<file path="src/design/fprc_pkg.sv">
// Package for the FIFO page replacement core: shared widths, reset values
// and the control bundle that the top level drives into each frame cell.
// No dependencies.
`default_nettype none

package fprc_pkg;

    // Fixed field widths of the channels.
    localparam int PAGE_W  = 16;
    localparam int SLOT_W  = 3;
    localparam int TOTAL_W = 32;
    localparam int CFG_W   = 4;

    // Frame capacity after reset.
    localparam logic [CFG_W-1:0] CAP_RESET = 4'd8;

    // Saturation limit of the running totals.
    localparam logic [TOTAL_W-1:0] TOTAL_MAX = '1;

    // Per-cell control from the sequencer.
    typedef struct packed {
        logic cmp;   // capture the compare result for the new page
        logic wr;    // load the page into this frame
        logic sel;   // this frame is the current victim
        logic en;    // this frame lies inside the active capacity
    } t_cell_ctl;

endpackage

`default_nettype wire

</file>
<file path="src/design/fprc_ifs.sv">
// Channel interfaces of the FIFO page replacement core: page references in,
// lookup results out, and the capacity write port. Depends on fprc_pkg.
`default_nettype none

interface fprc_page_if;
    logic                        valid;
    logic                        ready;
    logic [fprc_pkg::PAGE_W-1:0] page_number;

    modport source (output valid, output page_number, input ready);
    modport sink   (input valid, input page_number, output ready);
endinterface

interface fprc_result_if;
    logic                         valid;
    logic                         ready;
    logic                         hit;
    logic [fprc_pkg::SLOT_W-1:0]  frame_slot;
    logic                         evicted_valid;
    logic [fprc_pkg::PAGE_W-1:0]  evicted_page;
    logic [fprc_pkg::TOTAL_W-1:0] hit_total;
    logic [fprc_pkg::TOTAL_W-1:0] fault_total;

    modport source (output valid, output hit, output frame_slot, output evicted_valid,
                    output evicted_page, output hit_total, output fault_total,
                    input ready);
    modport sink   (input valid, input hit, input frame_slot, input evicted_valid,
                    input evicted_page, input hit_total, input fault_total,
                    output ready);
endinterface

interface fprc_cfg_if;
    logic                       valid;
    logic                       ready;
    logic [fprc_pkg::CFG_W-1:0] data;

    modport source (output valid, output data, input ready);
    modport sink   (input valid, input data, output ready);
endinterface

`default_nettype wire

</file>
<file path="src/design/fprc_cell.sv">
// One frame cell of the FIFO page replacement core: holds a page and its
// valid bit, compares against the broadcast page and passes the hit chain on.
// Depends on fprc_pkg.
`default_nettype none

module fprc_cell #(
    parameter int PW = 16
) (
    input  wire logic                i_clk,
    input  wire logic                i_rst_n,
    input  wire fprc_pkg::t_cell_ctl i_ctl,
    input  wire logic [PW-1:0]       i_page,
    input  wire logic                i_found,
    output logic                     o_found,
    output logic                     o_first,
    output logic                     o_ev_valid,
    output logic [PW-1:0]            o_ev_page
);
    import fprc_pkg::*;

    logic          r_valid;
    logic          r_match;
    logic [PW-1:0] r_page;

    // Valid bit and compare result are control state.
    always_ff @(posedge i_clk) begin
        if (!i_rst_n) begin
            r_valid <= 1'b0;
            r_match <= 1'b0;
        end else begin
            if (i_ctl.cmp) begin
                r_match <= i_ctl.en & r_valid & (r_page == i_page);
            end
            if (i_ctl.wr) begin
                r_valid <= 1'b1;
            end
        end
    end

    // The stored page needs no reset; it is only read while valid.
    always_ff @(posedge i_clk) begin
        if (i_ctl.wr) begin
            r_page <= i_page;
        end
    end

    // A lower cell that already matched masks this one.
    assign o_found = i_found | r_match;
    assign o_first = r_match & ~i_found;

    // Only the victim cell drives its contents onto the eviction bus.
    assign o_ev_valid = i_ctl.sel & r_valid;
    assign o_ev_page  = (i_ctl.sel & r_valid) ? r_page : '0;

endmodule

`default_nettype wire

</file>
<file path="src/design/fifo_page_replacement_core.sv">
// Top level of the FIFO page replacement core: a row of frame cells, the
// FIFO victim pointer, saturating totals and the result register.
// Depends on fprc_pkg, fprc_ifs and fprc_cell.
//
//  Channel   Dir  Payload                                      Accepted when
//  i_page    in   page_number                                  valid && ready
//  o_res     out  hit, frame_slot, evicted_valid/_page, totals valid && ready
//  i_cfg     in   data (frame capacity)                        valid && ready
//
// Each reference is compared in every cell when it is accepted; the lowest
// match is then resolved along the cell chain and the frames are updated.
// A new reference is taken again as soon as the result is in the output
// register; the result register holds while o_res is stalled, and a
// compared reference waits in the cells until the register is free.
// Reset is synchronous, clears valid bits, pointer and totals, and sets the
// capacity to eight frames; both ready outputs stay low while it is held.
`default_nettype none

module fifo_page_replacement_core #(
    parameter int FRAMES    = 8,
    parameter int PAGE_BITS = 16
) (
    input  wire logic   i_clk,
    input  wire logic   i_rst_n,
    fprc_page_if.sink   i_page,
    fprc_result_if.source o_res,
    fprc_cfg_if.sink    i_cfg
);
    import fprc_pkg::*;

    localparam int IDX_W = (FRAMES > 1) ? $clog2(FRAMES) : 1;
    localparam int CAP_W = $clog2(FRAMES + 1);
    localparam int PW    = (PAGE_BITS < PAGE_W) ? PAGE_BITS : PAGE_W;

    logic [CFG_W-1:0]   r_cap;
    logic               r_busy;
    logic [PW-1:0]      r_page;
    logic [IDX_W-1:0]   r_victim;
    logic [TOTAL_W-1:0] r_hits;
    logic [TOTAL_W-1:0] r_faults;

    logic               r_out_valid;
    logic               r_out_hit;
    logic [SLOT_W-1:0]  r_out_slot;
    logic               r_out_ev_valid;
    logic [PAGE_W-1:0]  r_out_ev_page;

    logic [TOTAL_W-1:0] n_hits;
    logic [TOTAL_W-1:0] n_faults;
    logic [IDX_W-1:0]   n_victim;

    logic [CAP_W-1:0]   w_cap;
    logic [IDX_W-1:0]   w_ptr;
    logic               w_accept;
    logic               w_fire;
    logic               w_hit;
    logic [IDX_W-1:0]   w_hit_slot;
    logic               w_ev_valid;
    logic [PW-1:0]      w_ev_page;
    logic [PW-1:0]      w_cell_page;

    logic [FRAMES:0]    w_chain;
    logic [FRAMES-1:0]  w_first;
    logic [FRAMES-1:0]  w_cell_ev_valid;
    logic [PW-1:0]      w_cell_ev_page [FRAMES];
    t_cell_ctl          w_ctl [FRAMES];

    // Handshakes; nothing is taken while reset is held.
    assign i_cfg.ready  = i_rst_n;
    assign i_page.ready = i_rst_n & ~r_busy;
    assign w_accept     = i_page.valid & i_rst_n & ~r_busy;
    assign w_fire       = r_busy & (~r_out_valid | o_res.ready);

    // Effective capacity: zero acts as one, large values clamp to FRAMES.
    always_comb begin
        if (r_cap == '0) begin
            w_cap = CAP_W'(1);
        end else if (int'(r_cap) > FRAMES) begin
            w_cap = CAP_W'(FRAMES);
        end else begin
            w_cap = CAP_W'(r_cap);
        end
    end

    // A pointer left beyond a shrunken capacity restarts at frame 0.
    always_comb begin
        w_ptr = (32'(r_victim) < 32'(w_cap)) ? r_victim : '0;
        if ((32'(w_ptr) + 32'd1) >= 32'(w_cap)) begin
            n_victim = '0;
        end else begin
            n_victim = IDX_W'(32'(w_ptr) + 32'd1);
        end
    end

    // Cells see the incoming page on compare and the held page on load.
    assign w_cell_page = w_accept ? i_page.page_number[PW-1:0] : r_page;

    assign w_chain[0] = 1'b0;
    assign w_hit      = w_chain[FRAMES];

    // The row of frame cells.
    for (genvar g = 0; g < FRAMES; g++) begin : g_cell
        assign w_ctl[g].cmp = w_accept;
        assign w_ctl[g].en  = (32'(g) < 32'(w_cap));
        assign w_ctl[g].sel = (w_ptr == IDX_W'(g));
        assign w_ctl[g].wr  = w_fire & ~w_hit & (w_ptr == IDX_W'(g));

        fprc_cell #(
            .PW (PW)
        ) u_cell (
            .i_clk      (i_clk),
            .i_rst_n    (i_rst_n),
            .i_ctl      (w_ctl[g]),
            .i_page     (w_cell_page),
            .i_found    (w_chain[g]),
            .o_found    (w_chain[g+1]),
            .o_first    (w_first[g]),
            .o_ev_valid (w_cell_ev_valid[g]),
            .o_ev_page  (w_cell_ev_page[g])
        );
    end

    // Encode the one-hot first match and gather the victim's contents.
    always_comb begin
        w_hit_slot = '0;
        w_ev_page  = '0;
        for (int i = 0; i < FRAMES; i++) begin
            if (w_first[i]) begin
                w_hit_slot = w_hit_slot | IDX_W'(i);
            end
            w_ev_page = w_ev_page | w_cell_ev_page[i];
        end
        w_ev_valid = |w_cell_ev_valid;
    end

    // Saturating totals.
    assign n_hits   = (r_hits == TOTAL_MAX) ? r_hits : r_hits + 1'b1;
    assign n_faults = (r_faults == TOTAL_MAX) ? r_faults : r_faults + 1'b1;

    // Sequencer, pointer, totals and capacity register.
    always_ff @(posedge i_clk) begin
        if (!i_rst_n) begin
            r_cap       <= CAP_RESET;
            r_busy      <= 1'b0;
            r_victim    <= '0;
            r_hits      <= '0;
            r_faults    <= '0;
            r_out_valid <= 1'b0;
        end else begin
            if (i_cfg.valid) begin
                r_cap <= i_cfg.data;
            end
            if (w_accept) begin
                r_busy <= 1'b1;
            end else if (w_fire) begin
                r_busy <= 1'b0;
            end
            if (w_fire) begin
                r_out_valid <= 1'b1;
                if (w_hit) begin
                    r_hits <= n_hits;
                end else begin
                    r_faults <= n_faults;
                    r_victim <= n_victim;
                end
            end else if (o_res.ready) begin
                r_out_valid <= 1'b0;
            end
        end
    end

    // Payload registers.
    always_ff @(posedge i_clk) begin
        if (w_accept) begin
            r_page <= i_page.page_number[PW-1:0];
        end
        if (w_fire) begin
            r_out_hit      <= w_hit;
            r_out_slot     <= w_hit ? SLOT_W'(w_hit_slot) : SLOT_W'(w_ptr);
            r_out_ev_valid <= ~w_hit & w_ev_valid;
            r_out_ev_page  <= w_hit ? '0 : PAGE_W'(w_ev_page);
        end
    end

    // Result word.
    assign o_res.valid         = r_out_valid;
    assign o_res.hit           = r_out_hit;
    assign o_res.frame_slot    = r_out_slot;
    assign o_res.evicted_valid = r_out_ev_valid;
    assign o_res.evicted_page  = r_out_ev_page;
    assign o_res.hit_total     = r_hits;
    assign o_res.fault_total   = r_faults;

`ifndef SYNTH
    // At most one cell claims the first match.
    a_first_onehot: assert property (@(posedge i_clk) disable iff (!i_rst_n)
        $onehot0(w_first))
        else $error("more than one first-match cell");

    // A new result only appears after a reference was in flight.
    a_out_from_busy: assert property (@(posedge i_clk) disable iff (!i_rst_n)
        $rose(r_out_valid) |-> $past(r_busy))
        else $error("result without a reference in flight");

    // A hit never reports an eviction.
    a_hit_no_evict: assert property (@(posedge i_clk) disable iff (!i_rst_n)
        (r_out_valid && r_out_hit) |-> !r_out_ev_valid)
        else $error("eviction reported on a hit");

    // Exactly one total moves on each resolved reference.
    a_one_total: assert property (@(posedge i_clk) disable iff (!i_rst_n)
        ($past(i_rst_n) && $past(w_fire) && r_hits != TOTAL_MAX
         && r_faults != TOTAL_MAX) |-> (r_hits != $past(r_hits)) != (r_faults != $past(r_faults)))
        else $error("totals did not advance exactly once");
`endif

endmodule

`default_nettype wire
</file>
<file path="src/flat_wrapper.sv">
// flat-port wrapper written by rule: the top's interface ports become plain ports
module fifo_page_replacement_core_flat import fprc_pkg::*;
#(
    parameter int FRAMES    = 8,
    parameter int PAGE_BITS = 16
)
  (i_clk, i_rst_n, i_page_valid, i_page_page_number, i_page_ready, o_res_valid, o_res_hit, o_res_frame_slot, o_res_evicted_valid, o_res_evicted_page, o_res_hit_total, o_res_fault_total, o_res_ready, i_cfg_valid, i_cfg_data, i_cfg_ready);
  fprc_page_if i_page_i ();
  fprc_result_if o_res_i ();
  fprc_cfg_if i_cfg_i ();
  input  wire logic i_clk;
  input  wire logic i_rst_n;
  input wire logic [$bits(i_page_i.valid)-1:0] i_page_valid;
  input wire logic [$bits(i_page_i.page_number)-1:0] i_page_page_number;
  output wire logic [$bits(i_page_i.ready)-1:0] i_page_ready;
  output wire logic [$bits(o_res_i.valid)-1:0] o_res_valid;
  output wire logic [$bits(o_res_i.hit)-1:0] o_res_hit;
  output wire logic [$bits(o_res_i.frame_slot)-1:0] o_res_frame_slot;
  output wire logic [$bits(o_res_i.evicted_valid)-1:0] o_res_evicted_valid;
  output wire logic [$bits(o_res_i.evicted_page)-1:0] o_res_evicted_page;
  output wire logic [$bits(o_res_i.hit_total)-1:0] o_res_hit_total;
  output wire logic [$bits(o_res_i.fault_total)-1:0] o_res_fault_total;
  input wire logic [$bits(o_res_i.ready)-1:0] o_res_ready;
  input wire logic [$bits(i_cfg_i.valid)-1:0] i_cfg_valid;
  input wire logic [$bits(i_cfg_i.data)-1:0] i_cfg_data;
  output wire logic [$bits(i_cfg_i.ready)-1:0] i_cfg_ready;
  assign i_page_i.valid = i_page_valid;
  assign i_page_i.page_number = i_page_page_number;
  assign i_page_ready = i_page_i.ready;
  assign o_res_valid = o_res_i.valid;
  assign o_res_hit = o_res_i.hit;
  assign o_res_frame_slot = o_res_i.frame_slot;
  assign o_res_evicted_valid = o_res_i.evicted_valid;
  assign o_res_evicted_page = o_res_i.evicted_page;
  assign o_res_hit_total = o_res_i.hit_total;
  assign o_res_fault_total = o_res_i.fault_total;
  assign o_res_i.ready = o_res_ready;
  assign i_cfg_i.valid = i_cfg_valid;
  assign i_cfg_i.data = i_cfg_data;
  assign i_cfg_ready = i_cfg_i.ready;
  fifo_page_replacement_core #(.FRAMES(FRAMES), .PAGE_BITS(PAGE_BITS)) u_core (.i_clk(i_clk), .i_rst_n(i_rst_n), .i_page(i_page_i), .o_res(o_res_i), .i_cfg(i_cfg_i));
endmodule
</file>
<file path="config.mk">
export PLATFORM = sky130hd
export DESIGN_NAME = fifo_page_replacement_core_flat
export DESIGN_NICKNAME = d
export VERILOG_FILES = /design/src/design/fprc_pkg.sv /design/src/design/fprc_ifs.sv /design/src/design/fprc_cell.sv /design/src/design/fifo_page_replacement_core.sv /design/src/flat_wrapper.sv
export SDC_FILE = /design/constraint.sdc
export NUM_CORES = 1
export LEC_CHECK = 0
export BUFFER_PORTS_ARGS = -buffer_cell sky130_fd_sc_hd__buf_2
export CAP_MARGIN = 0
export CORE_ASPECT_RATIO = 2
export CORE_UTILIZATION = 25
export DETAILED_ROUTE_END_ITERATION = 16
export SYNTH_ARGS = -nofsm -noshare
export SYNTH_HDL_FRONTEND = slang
export SYNTH_SLANG_ARGS = --single-unit
</file>
<file path="constraint.sdc">
create_clock -name i_clk -period 3.3 [get_ports i_clk]
set_input_delay 0.495 -clock i_clk [delete_from_list [all_inputs] [get_ports i_clk]]
set_output_delay 0.495 -clock i_clk [all_outputs]
set_load 0.01 [all_outputs]
</file>
**Word-level counts from Yosys, hierarchy flattened**

Index checks and enable logic that the tools add are counted.

- Magnitude comparators: 11
- Equal/unequal tests: 17
- Bitwise operators: 72
- Add/sub/neg operators: 3
- Reduce and logical (&&, ||, !) cells: 8
- Mux-type cells: 25

Operator list:

| cell | count |
|---|---|
| $mux 16 | 9 |
| $eq 16x16->1 | 8 |
| $or 16x16->16 | 7 |
| $add 32x1->32 const B | 2 |
| $eq 32x32->1 const B | 2 |
| $and 1x1->1 | 45 |
| $ge 32x4->1 | 1 |
| $mux 3 | 7 |
| $lt 3x4->1 const A | 4 |
| $eq 3x3->1 const B | 4 |
| $not 1->1 | 12 |
| $lt 1x4->1 const A | 2 |
| $lt 2x4->1 const A | 2 |
| $mux 4 | 2 |
| $or 1x1->1 | 8 |
| $reduce_or 8->1 | 1 |
| $eq 3x2->1 const B | 2 |
| $reduce_and 3->1 | 2 |
| $mux 1 | 5 |
| $add 3x1->4 const B | 1 |
| $gt 4x4->1 const B | 1 |
| $logic_not 4->1 | 1 |
| $lt 3x4->1 | 1 |
| $mux 2 | 2 |
| other kinds (4) | 5 |

- Output and inout bits: 88
- Bits in registers: 254
- Word-level logic and storage cells: 171
- Input port bits: 25

**Longest topological paths before layout**

- Depth in word-level cells: 15
- Depth in mapped cells: 15
- Gate-level depth less buffers: 15

**Cells and area by module**

A second synthesis with hierarchy kept.

- Cells, all modules: 1131
- Area, all modules: 12305.6 µm²

By module, submodules not included:

| module | times used | cells an instance | area an instance (µm²) | seq. area each (µm²) |
|---|---|---|---|---|
| fprc_cell | 8 | 65 | 848.3 | 520.5 |
| fifo_page_replacement_core | 1 | 611 | 5519.0 | 2412.3 |

**Worst setup path before layout**

No wires, ideal clock.

- Kind: register -> register
- From: reg u_core.r_cap[3]
- To: reg u_core.r_victim[0]
- Buffers on the path: 3
- Slack: 0.084 ns
- Period minus slack after synthesis: 3.216 ns
- Cell stages (with the launch flop): 16
- Library setup time: 0.066 ns
- Arrival time: 3.151 ns
- Data required time: 3.234 ns
- Path through: dfxtp_1 > clkbuf_1 > nand2b_1 > ha_1 > o21a_1 > o21ai_0 > a21boi_0 > clkbuf_1 > buf_2 > ha_1 > inv_1 > ha_1 > a21o_1 > a211oi_1 > a22oi_1 > nor2b_1

- Word-level cells in the longest chain between the ends: 8
- Elaborated cells between the ends (all ways): 9
- Those cells by class: add/sub (1); order compare (3); mux (4); reduce/logical (1)

RTL lines:

| item | RTL line | source |
|---|---|---|
| from (decl) | fifo_page_replacement_core.sv:35 | `logic [CFG_W-1:0] r_cap;` |
| from (signal assigned) | fifo_page_replacement_core.sv:151 | `r_cap <= i_cfg.data;` |
| $gt 4x4->1 | fifo_page_replacement_core.sv:78 | `end else if (int'(r_cap) > FRAMES) begin` |
| $mux 4 | fifo_page_replacement_core.sv:78 |  |
| $mux 4 * | fifo_page_replacement_core.sv:76 | `if (r_cap == '0) begin` |
| $lt 3x4->1 | fifo_page_replacement_core.sv:87 | `w_ptr = (32'(r_victim) < 32'(w_cap)) ? r_victim : '0;` |
| $mux 3 | fifo_page_replacement_core.sv:87 |  |
| $add 3x1->4 | fifo_page_replacement_core.sv:88 | `if ((32'(w_ptr) + 32'd1) >= 32'(w_cap)) begin` |
| $ge 32x4->1 | fifo_page_replacement_core.sv:88 |  |
| $mux 3 * | fifo_page_replacement_core.sv:88 |  |
| to (signal assigned) | fifo_page_replacement_core.sv:164 | `r_victim <= n_victim;` |
| to (decl) | fifo_page_replacement_core.sv:38 | `logic [IDX_W-1:0] r_victim;` |

Mark *: on every way between the ends. The rest lies on a longest branch, timed or not.
A chain may end at the register's enable or synchronous reset.

**Worst setup path in the final report**

- From: reg u_core.r_cap[3]
- To: reg u_core.r_out_ev_page[2], in the netlist u_core.o_res.evicted_page[2] (data pin)

- Word-level cells in the longest chain between the ends: 15
- Elaborated cells between the ends (all ways): 37
- Those cells by class: order compare (2); eq/ne (7); mux (11); bitwise (15); reduce/logical (2)

RTL lines:

| item | RTL line | source |
|---|---|---|
| $gt 4x4->1 | fifo_page_replacement_core.sv:78 |  |
| $mux 4 | fifo_page_replacement_core.sv:78 |  |
| $mux 4 * | fifo_page_replacement_core.sv:76 |  |
| $lt 3x4->1 * | fifo_page_replacement_core.sv:87 |  |
| $mux 3 * | fifo_page_replacement_core.sv:87 |  |
| $eq 3x1->1 or $logic_not 3->1 (tied branches) | fifo_page_replacement_core.sv:105 | `assign w_ctl[g].sel = (w_ptr == IDX_W'(g));` |
| $and 1x1->1 | fprc_cell.sv:53 | `assign o_ev_page = (i_ctl.sel & r_valid) ? r_page : '0;` |
| $mux 16 | fprc_cell.sv:53 |  |
| $or 16x16->16 (6 in series) | fifo_page_replacement_core.sv:131 | `w_ev_page = w_ev_page \| w_cell_ev_page[i];` |
| $or 16x16->16 * | fifo_page_replacement_core.sv:131 |  |
| to (signal assigned) | fifo_page_replacement_core.sv:181 | `r_out_ev_page <= w_hit ? '0 : PAGE_W'(w_ev_page);` |
| to (decl) | fifo_page_replacement_core.sv:46 | `logic [PAGE_W-1:0] r_out_ev_page;` |

Marked as above.

==> results.ini <==
[outcome]
outcome = finished clean

[worst_hold_path]
hp-start = i_cfg_data[3]
whs_path_depth = 3
min_to = u_core.r_cap[3]
hp-class = in -> reg

[yosys]
synth_flop_cell = edfxtp_1
yosysTopAreaCellShare = 0.372
ys_seq_elements = 254
yosysMostFrequentCell = edfxtp_1
synthArstFlopShare = 0
ys_seq_area_frac = 0.546
yosysTopAreaCell = edfxtp_1
synthCells = 1054
syn_nets = 1093
synth_area_sq_um = 12000
avgSynthCellArea_sq_um = 11.4
synth-edff-count = 149
ys_warn_count = 0
synth_cell_types = 63
synthTopCellsByArea = edfxtp_1, dfxtp_1, xnor2_1, xor2_1, and2_1
synthTopCellsByCount = edfxtp_1, dfxtp_1, xnor2_1, xor2_1, and2_1

[routing]
wl_met2_microns = 24000
antenna_left = 0
drtIter0Drc = 905
wirelength_microns = 43900
via_count = 9230
via_per_inst = 4.98
met1_length_microns = 13500
dr_wl_met3_microns = 2200
route.top_layer_used = met5
firstDrtPassIters = 6
drc = 0
wl_per_cell_microns = 23.7

[setup_path]
crit_path_top_delay_cell = a222oi_1
critPathBufInv = 1
critPathTopFamily = compound AO/OA/AOI/OAI gates
rrSetupSlack_ps = 250
end_kind = register
crit_path_start_kind = register
worst-path-stages = 9
r2r-end = u_core.o_res.evicted_page[2]
worstReg2RegStart = u_core.r_cap[3]
r2r_cells = 9
max_stage_delay_ps = 450
critical_path_class = reg -> reg
cp_max_fo = 24
cp_cell_sequence = nand2b_1, ha_1, o21a_1, o21ai_0, a21boi_4, buf_4, and3_2, a222oi_1, a21oi_1
worstPathArrival_ps = 3310
critPathRequiredTime_ps = 3560

[pwr]
power.total_mw = 7.20
power_density_nw_per_um2 = 497
vdd_drop_max_v = 0.000344
p_leak_nw = 5.29

[placed_design]
placed_area_sq_um = 13700
gp_congestion = 1.04
port_buffers = 112
dp_hpwl_microns = 32800

[cells_and_area]
multiInputGateArea_sq_um = 5130
drive_gt1_frac = 0.192
fin_area_sq_um = 14500
nFillCells = 4884
syn_to_final_growth_pct = 20.3
nets = 1244
n_antenna_cell = 0
final-seq-area_sq_um = 6580

[global_route]
grt_pass1_vias = 9292
grt_overflow = 0
grt_util_all_layers = 0.178
antenna_found_initial = 3
grt_pass1_wl_microns = 62100
grt_max_degree = 90

[die]
core_area_sq_um = 47500
die_area_sq_um = 49100
fp-row-count = 113
die_y_microns = 312
start_util = 0.253
ios = 113
die_x_microns = 157

[clock_tree]
cts_sinks = 254
numCtsBuffers = 23
cts_tree = yes
clockRootBuffer = clkbuf_16
cts_hold_buf = 0
clockBufferDepth = 3
clock_latency_ps = 550
clkTransAtPathRegs_ps = 70
htreeDepth = 1

[flow_run]
maxCapViolations = 0

[sta]
setup_viol = 0
finClkSkew_ps = 10.3
rsz0062_at_grt = no
fmax_mhz = 328
tns_ps = 0
slew-limit-headroom = 0.343
drv_slew = 0
finalCritPeriodShare = 0.924
finalHoldViolations = 0
worst_slew_pin_slew_ps = 976
period_needed_ps = 3050

## tightest hold or removal path: cells and delay by family
kind                   cells  cell delay, ps
AOI/OAI and AO/OA          1              70
buffers and inverters      1              80
and+or+nand+nor            1              40
## stage by stage
step | setup slack (ps) | util | std cells | hold WS [ps]
after floorplan | 83.6 | - | 1054 | 448
after global placement | 162 | 0.289 | 1810 | 470
after global routing | 51.1 | 0.305 | 1854 | 179
final | 251 | 0.305 | 1854 | 174
after detailed placement | 89.3 | 0.289 | 1810 | 481
after CTS | 91.6 | 0.304 | 1852 | 155
## routing by layer
metal / track usage / vias to the layer above
met1: 0.154 / 4481
met3: 0.0263 / 159
met5: 0 / -
li1: - / 4193
met4: 0.155 / 6
met2: 0.344 / 391
## cell type report
cell class                 count  area share
inverter                      42      0.0109
tap                          632      0.0546
multi-input combinational    712       0.354
clock buffer                  29      0.0413
clock inverter                13     0.00941
timing repair buffer         172      0.0758
sequential                   254       0.454
## placed cells by master (no fill, tap or decap), types with 37 or more instances in the layout
cell and count:
edfxtp_1 149, buf_2 112, dfxtp_1 105, xnor2_1 90
xor2_1 70, and2_1 63, nand2_1 53, buf_4 53
a21oi_1 49, nand3_1 43, inv_1 41, nand4_1 37
## what timing repair did
action                                 in CTS  in global routing
resized for setup                           0                  6
endpoints found under the hold margin       0                  0
setup buffers                               0                  2
setup endpoints to repair                   0                 17
## logic make-up after synthesis
logic type | after synthesis | share of synthesized area
xor gates and xnor gates | 160 | 0.116
buffers and inverters | 88 | 0.0300
DFF | 254 | 0.546
AOI/OAI and AO/OA | 187 | 0.109
and+or+nand+nor | 330 | 0.158
muxes | 21 | 0.0256
adders and majority gates | 14 | 0.0145
## worst max-delay path by stage
stage                               start                           end  slack, ps
final                     u_core.r_cap[3]  u_core.o_res.evicted_page[2]        250
after global routing      u_core.r_cap[3]            u_core.r_victim[0]         50
after CTS                 u_core.r_cap[3]  u_core.o_res.evicted_page[2]         90
after detailed placement  u_core.r_cap[3]  u_core.o_res.evicted_page[2]         90
after global placement    u_core.r_cap[3]  u_core.o_res.evicted_page[0]        160
after floorplan           u_core.r_cap[3]            u_core.r_victim[0]         80
## registers in the layout, indices dropped and copies added (netlist names)
signal,flops
u_core.r_cap,4
u_core.o_res.hit,1
u_core.o_res.evicted_page,16
u_core.g_cell.u_cell.r_page,128
u_core.g_cell.u_cell.r_valid,8
u_core.r_busy,1
u_core.o_res.evicted_valid,1
u_core.o_res.valid,1
u_core.o_res.frame_slot,3
u_core.r_page,16
u_core.r_victim,3
u_core.o_res.fault_total,32
u_core.g_cell.u_cell.r_match,8
u_core.o_res.hit_total,32
## report_power, final
group / leakage [nW] / switching (mW) / internal [mW]
logic: 2.74 / 0.607 / 0.297
registers: 2.21 / 0.0525 / 3.50
clock network: 0.348 / 1.28 / 1.46
total: 5.29 / 1.94 / 5.26
Note: power is estimated with default switching activity, not from simulation.
